[config.mk]
export PLATFORM = sky130hd
export DESIGN_NAME = pid_thermostat_pwm_drive_flat
export DESIGN_NICKNAME = d
export VERILOG_FILES = /design/src/rtl/pidt_pkg.sv /design/src/rtl/pidt_stream_if.sv /design/src/rtl/pidt_pwm_gen.sv /design/src/rtl/pid_thermostat_pwm_drive.sv /design/src/flat_wrapper.sv
export SDC_FILE = /design/constraint.sdc
export NUM_CORES = 1
export LEC_CHECK = 0
export ABC_AREA = 1
export BUFFER_PORTS_ARGS = -buffer_cell sky130_fd_sc_hd__buf_2
export CORE_AREA = 2 2 212 214
export DETAILED_ROUTE_END_ITERATION = 7
export DIE_AREA = 0 0 214 216
export GPL_ROUTABILITY_DRIVEN = 1
export PLACE_DENSITY = 0.72
export SKIP_LAST_GASP = 1
export SLEW_MARGIN = 20
export SYNTH_ARGS = -nofsm -noshare
export SYNTH_HDL_FRONTEND = slang
export SYNTH_SLANG_ARGS = --single-unit
[constraint.sdc]
create_clock -name clk -period 8.7 [get_ports clk]
set_input_delay 0 -clock clk [delete_from_list [all_inputs] [get_ports clk]]
set_output_delay 0 -clock clk [all_outputs]
set_load 0.005 [all_outputs]
[src/rtl/pidt_pkg.sv]
package pidt_pkg;

  localparam int DataW = 16;
  localparam int LimitW = 14;
  localparam int DutyW = 8;

  localparam logic [15:0] NegThreshold = 16'h0FFF;
  // floor(x / 10) = (x * 52429) >> 19 for any 16-bit x
  localparam logic [15:0] TenRecip = 16'd52429;
  localparam int TenShift = 19;
  localparam int DutyDivisor = 10000;
  localparam int DutyQuotMax = 6;
  localparam logic [7:0] DutyReset = 8'd50;

  localparam logic signed [13:0] LowLimitReset = 14'sd10;
  localparam logic signed [13:0] HighLimitReset = 14'sd40;
  localparam logic [15:0] SetpointReset = 16'd100;
  localparam logic [15:0] PropGainReset = 16'd10;
  localparam logic [15:0] IntegGainReset = 16'd8;
  localparam logic [15:0] DerivGainReset = 16'd6;
  localparam logic [15:0] FeedbackReset = 16'd0;

  localparam int TenthsMax = 40959;

  typedef enum logic [2:0] {
    REG_LOW_LIMIT    = 3'd0,
    REG_HIGH_LIMIT   = 3'd1,
    REG_PID_SETPOINT = 3'd2,
    REG_PROP_GAIN    = 3'd3,
    REG_INTEG_GAIN   = 3'd4,
    REG_DERIV_GAIN   = 3'd5,
    REG_PID_FEEDBACK = 3'd6
  } cfg_reg_t;

  typedef enum logic [2:0] {
    ST_IDLE,
    ST_CONV,
    ST_DECIDE,
    ST_PID_UPD,
    ST_PID_MAC,
    ST_DUTY,
    ST_DONE
  } state_t;

  typedef enum logic [1:0] {
    TERM_P,
    TERM_I,
    TERM_D
  } mac_term_t;

  typedef struct packed {
    logic        opcode;
    logic [15:0] raw_reading;
  } sample_t;

  typedef struct packed {
    logic        heater_level;
    logic        red_led;
    logic        green_led;
    logic [7:0]  duty_high;
    logic [15:0] temp_tenths;
    logic        negative;
  } result_t;

  typedef struct packed {
    logic       tick;
    logic [7:0] duty;
  } pwm_ctrl_t;

  // quotient of a 16-bit value by the duty divisor, at most six
  function automatic logic [2:0] duty_quot(input logic [15:0] r);
    logic [2:0] q;
    q = '0;
    for (int k = 1; k <= DutyQuotMax; k++) begin
      if ({1'b0, r} >= 17'(k * DutyDivisor)) q = 3'(k);
    end
    return q;
  endfunction

endpackage

[src/rtl/pidt_stream_if.sv]
interface pidt_stream_if #(
  parameter type payload_t = logic
);
  logic     valid;
  logic     ready;
  payload_t data;

  modport source (output valid, output data, input ready);
  modport sink (input valid, input data, output ready);
endinterface

[src/rtl/pidt_pwm_gen.sv]
module pidt_pwm_gen #(
  parameter int PWM_PERIOD = 100
) (
  input  logic               clk,
  input  logic               rst,
  input  pidt_pkg::pwm_ctrl_t ctrl,
  output logic               heater
);
  localparam logic [7:0] Period = 8'(PWM_PERIOD);

  logic [7:0] tick_count;
  logic [7:0] tick_next;

  assign tick_next = tick_count + 8'd1;

  always_ff @(posedge clk) begin
    if (rst) begin
      tick_count <= '0;
      heater <= 1'b1;
    end else if (ctrl.tick) begin
      priority if (tick_next <= ctrl.duty) begin
        tick_count <= tick_next;
        heater <= 1'b0;
      end else if (tick_next <= Period) begin
        tick_count <= tick_next;
        heater <= 1'b1;
      end else begin
        // end of period, pin held
        tick_count <= '0;
      end
    end
  end
endmodule

[src/rtl/pid_thermostat_pwm_drive.sv]
// path from input transfer to result valid: a sample without a pid run goes through conv,
// decide and done; near a band edge it adds the pid updates (one state update per cycle), one
// multiplier pass per pid term and a duty step; a pwm tick goes straight to done
// one item at a time on the shared 16x16 multiplier: a new transfer is taken only once the
// last item has left done, while an earlier result may still wait
// synchronous active-high reset restores the register defaults, duty 50, all pins high
module pid_thermostat_pwm_drive #(
  parameter int PID_ITERATIONS = 10,
  parameter int PWM_PERIOD = 100
) (
  input  logic        clk,
  input  logic        rst,
  input  logic        wr_en,
  input  logic [2:0]  wr_index,
  input  logic [15:0] wr_data,
  pidt_stream_if.sink   sample,
  pidt_stream_if.source result
);
  localparam int IterW = (PID_ITERATIONS > 1) ? $clog2(PID_ITERATIONS) : 1;
  localparam logic [IterW-1:0] IterLast = IterW'(PID_ITERATIONS - 1);
  localparam logic [7:0] Period = 8'(PWM_PERIOD);

  // configuration
  logic signed [13:0] low_limit;
  logic signed [13:0] high_limit;
  logic [15:0] pid_setpoint;
  logic [15:0] prop_gain;
  logic [15:0] integ_gain;
  logic [15:0] deriv_gain;
  logic [15:0] pid_feedback;

  pidt_pkg::state_t state, state_next;

  logic [15:0] error_sum;
  logic [15:0] last_err;
  logic [15:0] prev_err;
  logic [15:0] deriv;
  logic [15:0] acc;
  logic [IterW-1:0] iter;
  pidt_pkg::mac_term_t term;
  logic [7:0] duty_count;
  logic red_pin;
  logic green_pin;
  logic hot_side;
  logic [15:0] tenths;
  logic neg;
  logic [11:0] deg;

  logic in_xfer;
  logic load_out;
  logic [15:0] mul_a;
  logic [15:0] mul_b;
  logic [31:0] product;
  logic [15:0] mag_raw;
  logic [15:0] mag;
  logic [18:0] mag_x5;
  logic signed [14:0] deg_s;
  logic signed [14:0] low_s;
  logic signed [14:0] high_s;
  logic is_cold;
  logic is_hot;
  logic far_cold;
  logic far_hot;
  logic run_pid;
  logic [15:0] err_now;
  logic [7:0] quot;
  logic heater_pin;
  pidt_pkg::pwm_ctrl_t pwm_ctrl;

  assign in_xfer = sample.valid && sample.ready;

  // sample front end
  assign mag_raw = sample.data.raw_reading;
  assign mag = (mag_raw >= pidt_pkg::NegThreshold) ? (~mag_raw + 16'd1) : mag_raw;
  assign mag_x5 = {1'b0, mag, 2'b00} + {3'b000, mag};

  // band decision
  assign deg_s = $signed({3'b000, deg});
  assign low_s = 15'(low_limit);
  assign high_s = 15'(high_limit);
  assign is_cold = low_s > deg_s;
  assign is_hot = !is_cold && (high_s <= deg_s);
  assign far_cold = (low_s - deg_s) > 15'sd1;
  assign far_hot = deg_s > high_s;
  assign run_pid = (is_cold && !far_cold) || (is_hot && !far_hot);

  assign err_now = pid_setpoint - pid_feedback;
  assign product = mul_a * mul_b;
  assign quot = {5'b00000, pidt_pkg::duty_quot(acc)};

  // next state
  always_comb begin
    state_next = state;
    unique case (state)
      pidt_pkg::ST_IDLE: begin
        if (in_xfer) begin
          state_next = sample.data.opcode ? pidt_pkg::ST_DONE : pidt_pkg::ST_CONV;
        end
      end
      pidt_pkg::ST_CONV: state_next = pidt_pkg::ST_DECIDE;
      pidt_pkg::ST_DECIDE: begin
        state_next = run_pid ? pidt_pkg::ST_PID_UPD : pidt_pkg::ST_DONE;
      end
      pidt_pkg::ST_PID_UPD: begin
        if (iter == IterLast) state_next = pidt_pkg::ST_PID_MAC;
      end
      pidt_pkg::ST_PID_MAC: begin
        if (term == pidt_pkg::TERM_D) state_next = pidt_pkg::ST_DUTY;
      end
      pidt_pkg::ST_DUTY: state_next = pidt_pkg::ST_DONE;
      pidt_pkg::ST_DONE: begin
        if (load_out) state_next = pidt_pkg::ST_IDLE;
      end
      default: state_next = pidt_pkg::ST_IDLE;
    endcase
  end

  // control outputs and shared multiplier operands
  always_comb begin
    sample.ready = (state == pidt_pkg::ST_IDLE);
    load_out = (state == pidt_pkg::ST_DONE) && (!result.valid || result.ready);
    mul_a = tenths;
    mul_b = pidt_pkg::TenRecip;
    if (state == pidt_pkg::ST_PID_MAC) begin
      unique case (term)
        pidt_pkg::TERM_P: begin
          mul_a = prop_gain;
          mul_b = last_err;
        end
        pidt_pkg::TERM_I: begin
          mul_a = integ_gain;
          mul_b = error_sum;
        end
        pidt_pkg::TERM_D: begin
          mul_a = deriv_gain;
          mul_b = deriv;
        end
        default: begin
          mul_a = '0;
          mul_b = '0;
        end
      endcase
    end
  end

  assign pwm_ctrl.tick = in_xfer && sample.data.opcode;
  assign pwm_ctrl.duty = duty_count;

  pidt_pwm_gen #(
    .PWM_PERIOD(PWM_PERIOD)
  ) u_pwm (
    .clk   (clk),
    .rst   (rst),
    .ctrl  (pwm_ctrl),
    .heater(heater_pin)
  );

  always_ff @(posedge clk) begin
    if (rst) begin
      low_limit <= pidt_pkg::LowLimitReset;
      high_limit <= pidt_pkg::HighLimitReset;
      pid_setpoint <= pidt_pkg::SetpointReset;
      prop_gain <= pidt_pkg::PropGainReset;
      integ_gain <= pidt_pkg::IntegGainReset;
      deriv_gain <= pidt_pkg::DerivGainReset;
      pid_feedback <= pidt_pkg::FeedbackReset;
    end else if (wr_en) begin
      unique case (wr_index)
        pidt_pkg::REG_LOW_LIMIT:    low_limit <= $signed(wr_data[13:0]);
        pidt_pkg::REG_HIGH_LIMIT:   high_limit <= $signed(wr_data[13:0]);
        pidt_pkg::REG_PID_SETPOINT: pid_setpoint <= wr_data;
        pidt_pkg::REG_PROP_GAIN:    prop_gain <= wr_data;
        pidt_pkg::REG_INTEG_GAIN:   integ_gain <= wr_data;
        pidt_pkg::REG_DERIV_GAIN:   deriv_gain <= wr_data;
        pidt_pkg::REG_PID_FEEDBACK: pid_feedback <= wr_data;
        default: ;
      endcase
    end
  end

  always_ff @(posedge clk) begin
    if (rst) begin
      state <= pidt_pkg::ST_IDLE;
      error_sum <= '0;
      last_err <= '0;
      prev_err <= '0;
      duty_count <= pidt_pkg::DutyReset;
      red_pin <= 1'b1;
      green_pin <= 1'b1;
      result.valid <= 1'b0;
    end else begin
      state <= state_next;
      if (load_out) result.valid <= 1'b1;
      else if (result.ready) result.valid <= 1'b0;
      unique case (state)
        pidt_pkg::ST_DECIDE: begin
          priority if (is_cold) begin
            red_pin <= 1'b0;
            green_pin <= 1'b1;
            if (far_cold) duty_count <= Period;
          end else if (is_hot) begin
            red_pin <= 1'b1;
            green_pin <= 1'b0;
            if (far_hot) duty_count <= '0;
          end else begin
            red_pin <= 1'b1;
            green_pin <= 1'b1;
          end
        end
        pidt_pkg::ST_PID_UPD: begin
          error_sum <= error_sum + err_now;
          prev_err <= last_err;
          last_err <= err_now;
        end
        pidt_pkg::ST_DUTY: begin
          if (hot_side) duty_count <= (duty_count < Period) ? quot : 8'd0;
          else duty_count <= (duty_count <= Period) ? quot : Period;
        end
        default: ;
      endcase
    end
  end

  // datapath registers, no reset needed
  always_ff @(posedge clk) begin
    if (in_xfer) begin
      if (sample.data.opcode) begin
        tenths <= '0;
        neg <= 1'b0;
      end else begin
        tenths <= mag_x5[18:3];
        neg <= (mag_raw >= pidt_pkg::NegThreshold);
      end
    end
    if (state == pidt_pkg::ST_CONV) deg <= product[30:pidt_pkg::TenShift];
    if (state == pidt_pkg::ST_DECIDE) begin
      hot_side <= is_hot;
      iter <= '0;
    end
    if (state == pidt_pkg::ST_PID_UPD) begin
      iter <= iter + 1'b1;
      deriv <= last_err - prev_err;
      if (iter == IterLast) begin
        acc <= '0;
        term <= pidt_pkg::TERM_P;
      end
    end
    if (state == pidt_pkg::ST_PID_MAC) begin
      acc <= acc + product[15:0];
      unique case (term)
        pidt_pkg::TERM_P: term <= pidt_pkg::TERM_I;
        pidt_pkg::TERM_I: term <= pidt_pkg::TERM_D;
        default: term <= pidt_pkg::TERM_D;
      endcase
    end
    if (load_out) begin
      result.data.heater_level <= heater_pin;
      result.data.red_led <= red_pin;
      result.data.green_led <= green_pin;
      result.data.duty_high <= duty_count;
      result.data.temp_tenths <= tenths;
      result.data.negative <= neg;
    end
  end
endmodule

[src/flat_wrapper.sv]
// flat-port wrapper written by rule: the top's interface ports become plain ports
module pid_thermostat_pwm_drive_flat 
#(
  parameter int PID_ITERATIONS = 10,
  parameter int PWM_PERIOD = 100
)
  (clk, rst, wr_en, wr_index, wr_data, sample_valid, sample_data, sample_ready, result_valid, result_data, result_ready);
  pidt_stream_if #(.payload_t(pidt_pkg::sample_t)) sample_i ();
  pidt_stream_if #(.payload_t(pidt_pkg::result_t)) result_i ();
  input  logic clk;
  input  logic rst;
  input  logic wr_en;
  input  logic [2:0] wr_index;
  input  logic [15:0] wr_data;
  input wire logic [$bits(sample_i.valid)-1:0] sample_valid;
  input wire logic [$bits(sample_i.data)-1:0] sample_data;
  output wire logic [$bits(sample_i.ready)-1:0] sample_ready;
  output wire logic [$bits(result_i.valid)-1:0] result_valid;
  output wire logic [$bits(result_i.data)-1:0] result_data;
  input wire logic [$bits(result_i.ready)-1:0] result_ready;
  assign sample_i.valid = sample_valid;
  assign sample_i.data = sample_data;
  assign sample_ready = sample_i.ready;
  assign result_valid = result_i.valid;
  assign result_data = result_i.data;
  assign result_i.ready = result_ready;
  pid_thermostat_pwm_drive #(.PID_ITERATIONS(PID_ITERATIONS), .PWM_PERIOD(PWM_PERIOD)) u_core (.clk(clk), .rst(rst), .wr_en(wr_en), .wr_index(wr_index), .wr_data(wr_data), .sample(sample_i), .result(result_i));
endmodule
======== Word level (Yosys, flattened, before mapping) ========
Cells that the tools add are included.
operators by class
  add/subtract/negate cells ............... 9
  multipliers ............................. 1
  order comparisons ....................... 15
  equal/unequal tests ..................... 22
  mux-type cells .......................... 44
  bitwise gates (word level) .............. 1
  reductions and logical operators ........ 32
operator list
  kind                                                                  number
  two-way mux 16 bit                                                    6
  case mux 16 bit (3 select lines)                                      2
  two-way mux 8 bit                                                     7
  greater-or-equal comparator 16 bit (second input constant)            3
  adder 16 bit                                                          2
  greater-or-equal comparator 16 x 15 -> 1 bit (second input constant)  2
  subtractor 16 bit                                                     2
  multiplier 16 x 16 -> 31 bit                                          1
  two-way mux 3 bit                                                     10
  case mux 3 bit (7 select lines)                                       1
  adder 18 x 16 -> 19 bit                                               1
  == test 3 bit (second input constant)                                 6
  AND reduction 2 bit                                                   9
  adder 16 x 1 -> 16 bit (second input constant)                        1
  greater-or-equal comparator 16 x 12 -> 1 bit (second input constant)  1
  greater-or-equal comparator 16 x 14 -> 1 bit (second input constant)  1
  less-or-equal comparator 8 x 7 -> 1 bit (second input constant)       2
  inverter 16 bit                                                       1
  case mux 8 bit (2 select lines)                                       1
  > comparator 15 x 2 -> 1 bit (second input constant)                  1
  subtractor 14 x 13 -> 15 bit                                          1
  > comparator 13 x 14 -> 1 bit                                         1
  > comparator 14 x 13 -> 1 bit                                         1
  less-or-equal comparator 14 x 13 -> 1 bit                             1
  24 further kinds                                                      60
storage, ports and cells
  bits in registers ....................... 275
  input bits .............................. 41
  output and inout bits ................... 30
  logic and storage cells ................. 155

======== Longest topological paths before layout ========
Gate-level depths: netlist of run 1.
  word-level depth ........................ 10
  mapped depth ............................ 37
  gate-level depth less buffers ........... 35

======== By module ========
From an unflattened synthesis of run 1, not the netlist that was laid out.
second synthesis, totals
  cells, all modules ...................... 3,092
  area total of the unflattened synthesis .. 23,955.5 sq um
modules (own cells, without submodules)
  module                    times used  cells each  area each (sq um)  sequential area each (sq um)
  pid_thermostat_pwm_drive  1           2,976       23,176.0           6,185.9
  pidt_pwm_gen              1           116         779.5              180.2

======== Worst setup path after synthesis of run 1 ========
No wires, ideal clock.
  kind .................................... reg2reg
  start point ............................. reg u_core.term[0]
  end point ............................... reg u_core.acc[15] (data pin)
  arrival ................................. 6.470 ns
  required time ........................... 8.439 ns
  path slack .............................. 1.969 ns
  stages on the path, launching flop included .. 33
  period minus slack after synthesis ...... 6.731 ns
  path through ............................ edfxtp_1 -> inv_2 -> nand2_1 -> inv_2 -> clkbuf_1 -> nand2_1 -> nand3_1 -> o21ai_2 -> inv_1 -> clkbuf_1 -> nand2_1 -> fa_1 -> fa_1 -> fa_1 -> fa_1 -> inv_1 -> fa_1 -> inv_1 -> fa_1 -> inv_1 -> ha_1 -> nand2_1 -> inv_1 -> a21oi_1 -> o21ai_1 -> xor2_1 -> ha_1 -> nand2_1 -> nor2_1 -> a211oi_1 -> o21ai_1 -> o21ai_0 -> a21oi_1
on the way
  cells in the longest elaborated chain, start to end .. 6
RTL lines
  element                                line                             RTL
  from (decl)                            pid_thermostat_pwm_drive.sv:40   pidt_pkg::mac_term_t term;
  from (signal assigned)                 pid_thermostat_pwm_drive.sv:245  term <= pidt_pkg::TERM_P;
  from (signal assigned)                 pid_thermostat_pwm_drive.sv:251  pidt_pkg::TERM_P: term <= pidt_pkg::TERM_I;
  from (signal assigned)                 pid_thermostat_pwm_drive.sv:252  pidt_pkg::TERM_I: term <= pidt_pkg::TERM_D;
  == test 2 bit (tied with other cells)  pid_thermostat_pwm_drive.sv:125  unique case (term)
  case mux 16 bit (3 select lines)       pid_thermostat_pwm_drive.sv:125
  two-way mux 16 bit                     pid_thermostat_pwm_drive.sv:124  if (state == pidt_pkg::ST_PID_MAC) begin
  multiplier 16 x 16 -> 31 bit *         pid_thermostat_pwm_drive.sv:88   assign product = mul_a * mul_b;
  adder 16 bit *                         pid_thermostat_pwm_drive.sv:249  acc <= acc + product[15:0];
  two-way mux 16 bit *                   pid_thermostat_pwm_drive.sv:248  if (state == pidt_pkg::ST_PID_MAC) begin
  to (signal assigned)                   pid_thermostat_pwm_drive.sv:249
  to (decl)                              pid_thermostat_pwm_drive.sv:38   logic [15:0] acc;
Mark *: on every way between the ends. The rest lies on a longest branch, timed or not.
A chain may end at the register's enable or synchronous reset.

======== Worst setup path after layout of run 1 ========
  start point ............................. reg u_core.state[2]
  end point ............................... reg u_core.acc[15] (data pin)
on the way
  cells in the longest elaborated chain, start to end .. 5
RTL lines
  element                       line                                                              RTL
  from (decl)                   pid_thermostat_pwm_drive.sv:32                                    pidt_pkg::state_t state, state_next;
  from (signal assigned)        pid_thermostat_pwm_drive.sv:183                                   state <= pidt_pkg::ST_IDLE;
  from (signal assigned)        pid_thermostat_pwm_drive.sv:192                                   state <= state_next;
  == test 3 bit *               pid_thermostat_pwm_drive.sv:124, pid_thermostat_pwm_drive.sv:248
  two-way mux 16 bit            pid_thermostat_pwm_drive.sv:124
  multiplier 16 x 16 -> 31 bit  pid_thermostat_pwm_drive.sv:88
  adder 16 bit                  pid_thermostat_pwm_drive.sv:249
  two-way mux 16 bit *          pid_thermostat_pwm_drive.sv:248
Marks and branches as above.

==> impl_metrics.csv, run 1 <==
group,metric,value,unit
yosys,synth-edff-count,94,
global_route,grt_pass1_wl,106000,µm
timing,fin_hold_ws,0.0502,ns
yosys,ys_seq_area_frac,0.266,
clock_tree,cts.sinks,271,
run_status,status,"complete, no violations",
timing,rsz0062_at_grt,"false",
cells_and_area,syn2layout_area_growth,9.16,%
clock_tree,cts_buffers,30,
clock_tree,ctsLongestPathBuffers,3,
drt,drt_iter0_drc,1505,
worst_setup_path,crit_path_end_kind,"flop",
yosys,netlist-cell-type-count,57,
timing,max_freq,0.128,GHz
drt,routed-via-count,20600,
clock_tree,clock_latency,0.61,ns
min_path,min_path_cells,6,
min_path,holdCritStartpoint,"sample_data[13]",
clock_tree,clk_pin_slew_worst_paths,0.06,ns
cells_and_area,layout.nets,3578,
worst_setup_path,reg2regPathDepth,33,
drt,drc,0,
drt,ant_nets,0,
yosys,synth_area_leaders,"fa_1, dfxtp_1, edfxtp_1, ha_1, nand2_1",
die,die_area,0.0462,mm²
die,core_area,0.0438,mm²
worst_setup_path,crit_type,"reg -> reg",
yosys,synth_ff_type,"dfxtp_1",
clock_tree,ctsResizeCount,0,
timing,setup_viol,0,
placed_design,hpwl,51300,µm
global_route,globalRouteOverflowTotal,0,
placed_design,numPortBuffers,68,
clock_tree,hold_buffers,28,
global_route,antenna_found_initial,1,
clock_tree,postCtsSetupBuffers,0,
clock_tree,htree_num_levels,1,
worst_setup_path,cp_slowest_cell,"fa_1",
yosys,netlist_area,0.0239,mm²
timing,hold_violations,0,
placed_design,place_congestion,0.961,
min_path,hold_class,"in -> reg",
timing,worst_pin_slew,1.00,ns
timing,fin_skew,0.0452,ns
yosys,postSynthCellCount,3061,
flow_run,maxCapViolations,0,
worst_setup_path,crit_required,9.02,ns
worst_setup_path,r2r_slack,0.89,ns
yosys,yosys-top-cells-count,"nand2_1, inv_1, nor2_1",
yosys,post-synth-top-count-cell,"nand2_1",
timing,fin_tns_setup,0,ns
worst_setup_path,cp.buffers_inverters,9,
worst_setup_path,max_stage_delay,0.55,ns
worst_setup_path,critPathLaunchType,"flop",
drt,first_pass_iters,6,
yosys,ys_seq_elements,271,
worst_setup_path,regToRegEndpoint,"u_core.acc[15]",
yosys,synth_top_area_share,0.167,
timing,slew_viol_final,0,
die,rows,77,
clock_tree,cts-root-buf,"clkbuf_16",
worst_setup_path,cp.arrival,8.12,ns
worst_setup_path,crit_family,"adder cells",
drt,wirelength,66200,µm
die,start_util,0.545,
yosys,avgSynthCellArea,7.80,µm²
min_path,holdPathEnd,"u_core.tenths[15]",
die,die_w,214,µm
global_route,track_usage,0.285,
yosys,synthArstFlopShare,0,
clock_tree,tritoncts,"built",
worst_setup_path,crit_fanout,25,
worst_setup_path,r2r_start,"u_core.state[2]",
global_route,grt_pass1_vias,20200,
yosys,synth.largest_area_cell,"fa_1",
cells_and_area,insertedDiodeCount,0,
yosys,yosys_warnings,0,
cells_and_area,drive_gt1_frac,0.0768,
drt,wl_per_cell,17.7,µm
global_route,grt_start_max_net_pins,91,
timing,post-route-period-util,0.897,
die,fp.dieH,216,µm
die,ios,71,
worst_setup_path,worst_path_most_repeated_cell,"fa_1",
drt,routed_via_density,5.50,
timing,finalWorstPathRequiredPeriod,7.81,ns
timing,max_slew_margin,0.330,
-- cell families (layout without fill, tap and decap cells) --
logic type                 count (synthesis)  in the layout  synth area share
DFF                                      271            271             0.266
other                                      1              2          0.000157
and+or+nand+nor                         1099           1099             0.193
adders and majority gates                409            409             0.277
AOI/OAI and AO/OA                        565            565             0.131
xor gates and xnor gates                  85             85            0.0312
buffers and inverters                    631            721             0.101
-- tightest hold or removal path: stages --
cell     delay [ns]
buf_2          0.09
inv_1          0.06
nand2_1        0.06
o21ai_0        0.06
nand2_1        0.12
nor4_1         0.07
-- placed cells by master (no fill, tap or decap), types with 8 or more instances in the layout --
master,count
nand3_1,83
buf_4,20
clkbuf_16,30
ha_1,210
nor2_2,8
o221ai_1,8
o21ai_0,213
a21oi_2,9
o31ai_1,9
buf_2,68
edfxtp_1,94
dlygate4sd3_1,28
xnor2_1,28
dfxtp_1,177
clkbuf_1,10
inv_2,35
a31oi_1,8
xor2_1,57
a21o_1,9
or2_2,16
nand3b_1,9
nand2_2,10
fa_1,199
inv_1,511
clkinv_1,8
nor3_1,19
a21oi_1,222
nand2_1,518
o21ai_1,27
o21a_1,12
nor2_1,387
nand4_1,16
o21ai_2,10
o211ai_1,8
-- per-layer routing --
layer / up-vias / part of all wire / track usage
met5: - / 0 / 0
met4: 0 / 0.043 / 0.114
met3: 173 / 0.068 / 0.0396
met2: 751 / 0.47 / 0.484
met1: 9773 / 0.42 / 0.368
li1: 9899 / - / -
-- state kept, by name, indices dropped and copies added, names as in the netlist, 2 cells and up --
name and count:
u_core.term 2, u_core.deriv_gain 16, u_core.deriv 16, u_core.low_limit 14, u_core.pid_setpoint 16, u_core.u_pwm.tick_count 8
u_core.state 3, u_core.acc 16, u_core.tenths 16, u_core.prop_gain 16, u_core.error_sum 16, u_core.result.data 26
u_core.deg 12, u_core.prev_err 16, u_core.pid_feedback 16, u_core.last_err 16, u_core.duty_count 6, u_core.integ_gain 16
u_core.iter 4, u_core.high_limit 14
-- layout make-up --
class / count / area [µm²]
Fill cell: 3965 / 17800
Sequential cell: 271 / 6370
Inverter: 549 / 2060
Clock buffer: 41 / 802
Clock inverter: 15 / 186
Timing Repair Buffer: 116 / 771
Tap cell: 592 / 741
Multi-Input combinational cell: 2160 / 15100
-- how the worst max path moves through the flow --
stage	startpoint	to	slack (ns)	depth (start not counted)
6_report	u_core.state[2]	u_core.acc[15]	0.89	33
5_1_grt	u_core.state[0]	u_core.acc[15]	0.54	30
4_1_cts	u_core.state[0]	u_core.acc[15]	0.95	30
3_5_place_dp	u_core.state[0]	u_core.acc[15]	1.00	30
3_3_place_gp	u_core.state[2]	u_core.acc[15]	1.11	33
2_1_floorplan	u_core.term[0]	u_core.acc[15]	1.97	32
-- stage by stage --
step                      utilization  instance area (µm²)  cells  setup slack [ns]
after detailed placement        0.566                24800   3660              1.00
after global placement          0.566                24800   3660              1.11
after global routing            0.595                26100   3744             0.537
after CTS                       0.595                26100   3744             0.955
final                           0.595                26100   3744             0.894
after floorplan                     -                23900   3062              1.97
Power of run 1 is left out: the tool's default activity adds up to more than one toggle a clock period on the data nets, which glitch-free logic cannot reach.
==> inputs of run 2 (changes only) <==
==> constraint.sdc (replaced) <==
create_clock -name clk -period 7.2 [get_ports clk]
set_input_delay 0 -clock clk [delete_from_list [all_inputs] [get_ports clk]]
set_output_delay 0 -clock clk [all_outputs]
set_load 0.005 [all_outputs]
==> run 2 against run 1 <==
  * Global-route usage grew 1.1 points
  * Register-to-register slack lost 0.74 ns
  * Via count increased by 1.8%
  * Largest cell class unchanged
  * Die area stayed put
  * Non-clock buffer count grew 83
==> impl_metrics.csv, run 2 (synthesized netlist as in run 1, its figures left out) <==
group,metric,value,unit
worst_setup_path,cp.arrival,7.39,ns
global_route,grtUsageMet3,0.0407,
run_status,status,"complete, no violations",
clock_tree,clock_latency,0.60,ns
placed_design,place_congestion,0.994,
timing,finalWorstPathRequiredPeriod,7.05,ns
die,core_area,0.0438,mm²
worst_setup_path,regToRegEndpoint,"u_core.deg[9]",
cells_and_area,final_cell_mix,"nand2_1, inv_1, nor2_1",
die,die_area,0.0462,mm²
min_path,min_path_cells,6,
worst_setup_path,worst_path_most_repeated_cell,"fa_1",
cells_and_area,layout.nets,3662,
cells_and_area,insertedDiodeCount,0,
cells_and_area,multiInputGateArea,0.0155,mm²
drt,wirelength,69100,µm
global_route,grt_most_used_layer,"met2",
cells_and_area,drive_gt1_frac,0.124,
min_path,hold_class,"in -> reg",
cells_and_area,seq_area,0.00637,mm²
die,ios,71,
worst_setup_path,max_stage_delay,0.53,ns
global_route,antenna_found_initial,0,
placed_design,hpwl,54100,µm
cells_and_area,nFillCells,3892,
worst_setup_path,crit_required,7.54,ns
global_route,globalRouteOverflowTotal,0,
placed_design,numPortBuffers,68,
worst_setup_path,cp_slowest_cell,"fa_1",
die,die_w,214,µm
cells_and_area,finalNonFillerCells,3829,
drt,routed-via-count,21000,
die,rows,77,
drt,drc,0,
die,start_util,0.545,
cells_and_area,largest_reg_flops,26,
clock_tree,cts-root-buf,"clkbuf_16",
worst_setup_path,crit_type,"reg -> reg",
drt,wl_per_cell,18.1,µm
drt,routed_via_density,5.47,
worst_setup_path,crit_start,"u_core.term[1]",
timing,worst_pin_slew,0.936,ns
clock_tree,ctsLongestPathBuffers,3,
cells_and_area,top_register,"u_core.result.data",
flow_run,maxCapViolations,0,
clock_tree,htree_num_levels,1,
timing,post-route-period-util,0.979,
timing,setup_viol,0,
cells_and_area,syn2layout_area_growth,14.4,%
global_route,track_usage,0.296,
die,fp.dieH,216,µm
placed_design,place_inst,3714,
clock_tree,tritoncts,"built",
min_path,holdCritStartpoint,"sample_data[13]",
clock_tree,cts_buffers,31,
timing,max_freq,0.142,GHz
drt,drt_iter0_drc,1668,
clock_tree,clk_pin_slew_worst_paths,0.06,ns
global_route,grt_pass1_vias,21000,
clock_tree,cts.sinks,271,
drt,first_pass_iters,6,
timing,fin_skew,0.0138,ns
worst_setup_path,crit_fanout,10,
worst_setup_path,r2r_start,"u_core.term[1]",
worst_setup_path,crit_path_end_kind,"flop",
min_path,holdPathEnd,"u_core.tenths[15]",
worst_setup_path,critPathLaunchType,"flop",
global_route,met2_usage,0.504,
cells_and_area,layout_commonest_cell,"nand2_1",
timing,max_slew_margin,0.375,
timing,hold_violations,0,
worst_setup_path,r2r_slack,0.15,ns
global_route,grt_start_max_net_pins,80,
timing,slew_viol_final,0,
drt,ant_nets,0,
worst_setup_path,reg2regPathDepth,29,
global_route,grt_use_met1,0.381,
global_route,grt_pass1_wl,109000,µm
[run 2: cell types whose count changed in the layout (fill, tap and decap cells not counted), moves of 7 or more]
cell     change
inv_4        +7
nor2_1       -9
nor2_2       +9
buf_4       +68
ha_1        -11
a21oi_1      -7
ha_4         +8
nand2_1      -9
nand2_2      +7
inv_1        -8
buf_6       +11
[run 2: per-stage QoR]
step / utilization / TNS, ns / cell area [µm²] / hold WS (ns) / setup slack [ns]
global placement: 0.576 / -0.0188 / 25200 / 0.355 / -0.0188
finish: 0.623 / 0 / 27300 / 0.0370 / 0.154
CTS: 0.608 / 0 / 26600 / 0.00255 / 0.00441
floorplan: - / 0 / 23900 / 0.126 / 0.469
global route: 0.623 / -0.231 / 27300 / 0.0704 / -0.0619
detailed placement: 0.576 / -0.0924 / 25200 / 0.367 / -0.0924
[run 2: cell type report]
class | count | share of cell area
clock buffers | 38 | 0.0313
inverters | 549 | 0.0770
clock inverters | 20 | 0.00998
well taps | 592 | 0.0271
multi-input cells | 2160 | 0.567
repair buffers | 199 | 0.0547
flip-flops and latches | 271 | 0.233
[run 2: worst max-delay path: cells and delay by family (launching register included)]
family,cells,cell delay [ns]
adder cells (fa/ha/maj),7,3.40
AND/OR/NAND/NOR,9,1.40
buffers and inverters,9,0.82
AO/OA/AOI/OAI,3,0.62
flip-flops,1,0.49
XOR/XNOR,1,0.06
[run 2: timing repair]
action	in CTS	in global routing
gates resized for setup	5	113
pin swaps	0	34
hold buffers	25	0
setup buffers	0	32
endpoints found under the hold margin	129	0
endpoints found under the setup margin	2	16
cloned	0	0
[run 2: worst max-delay path by stage]
stage                      to  slack [ns]  cells after the start
3_3_place_gp    u_core.deg[9]       -0.02                     30
4_1_cts         u_core.deg[9]       0.004                     28
5_1_grt         u_core.deg[9]       -0.06                     29
3_5_place_dp    u_core.deg[9]       -0.09                     28
2_1_floorplan  u_core.acc[15]        0.47                     32
6_report        u_core.deg[9]        0.15                     29
[run 2: routing by layer]
| metal | part of all wire | wire (µm) |
|---|---|---|
| met1 | 0.42 | 29100 |
| met3 | 0.058 | 4010 |
| met2 | 0.48 | 33100 |
| met4 | 0.042 | 2940 |
| met5 | 0 | 0 |
Power of run 2 is left out for the same reason.
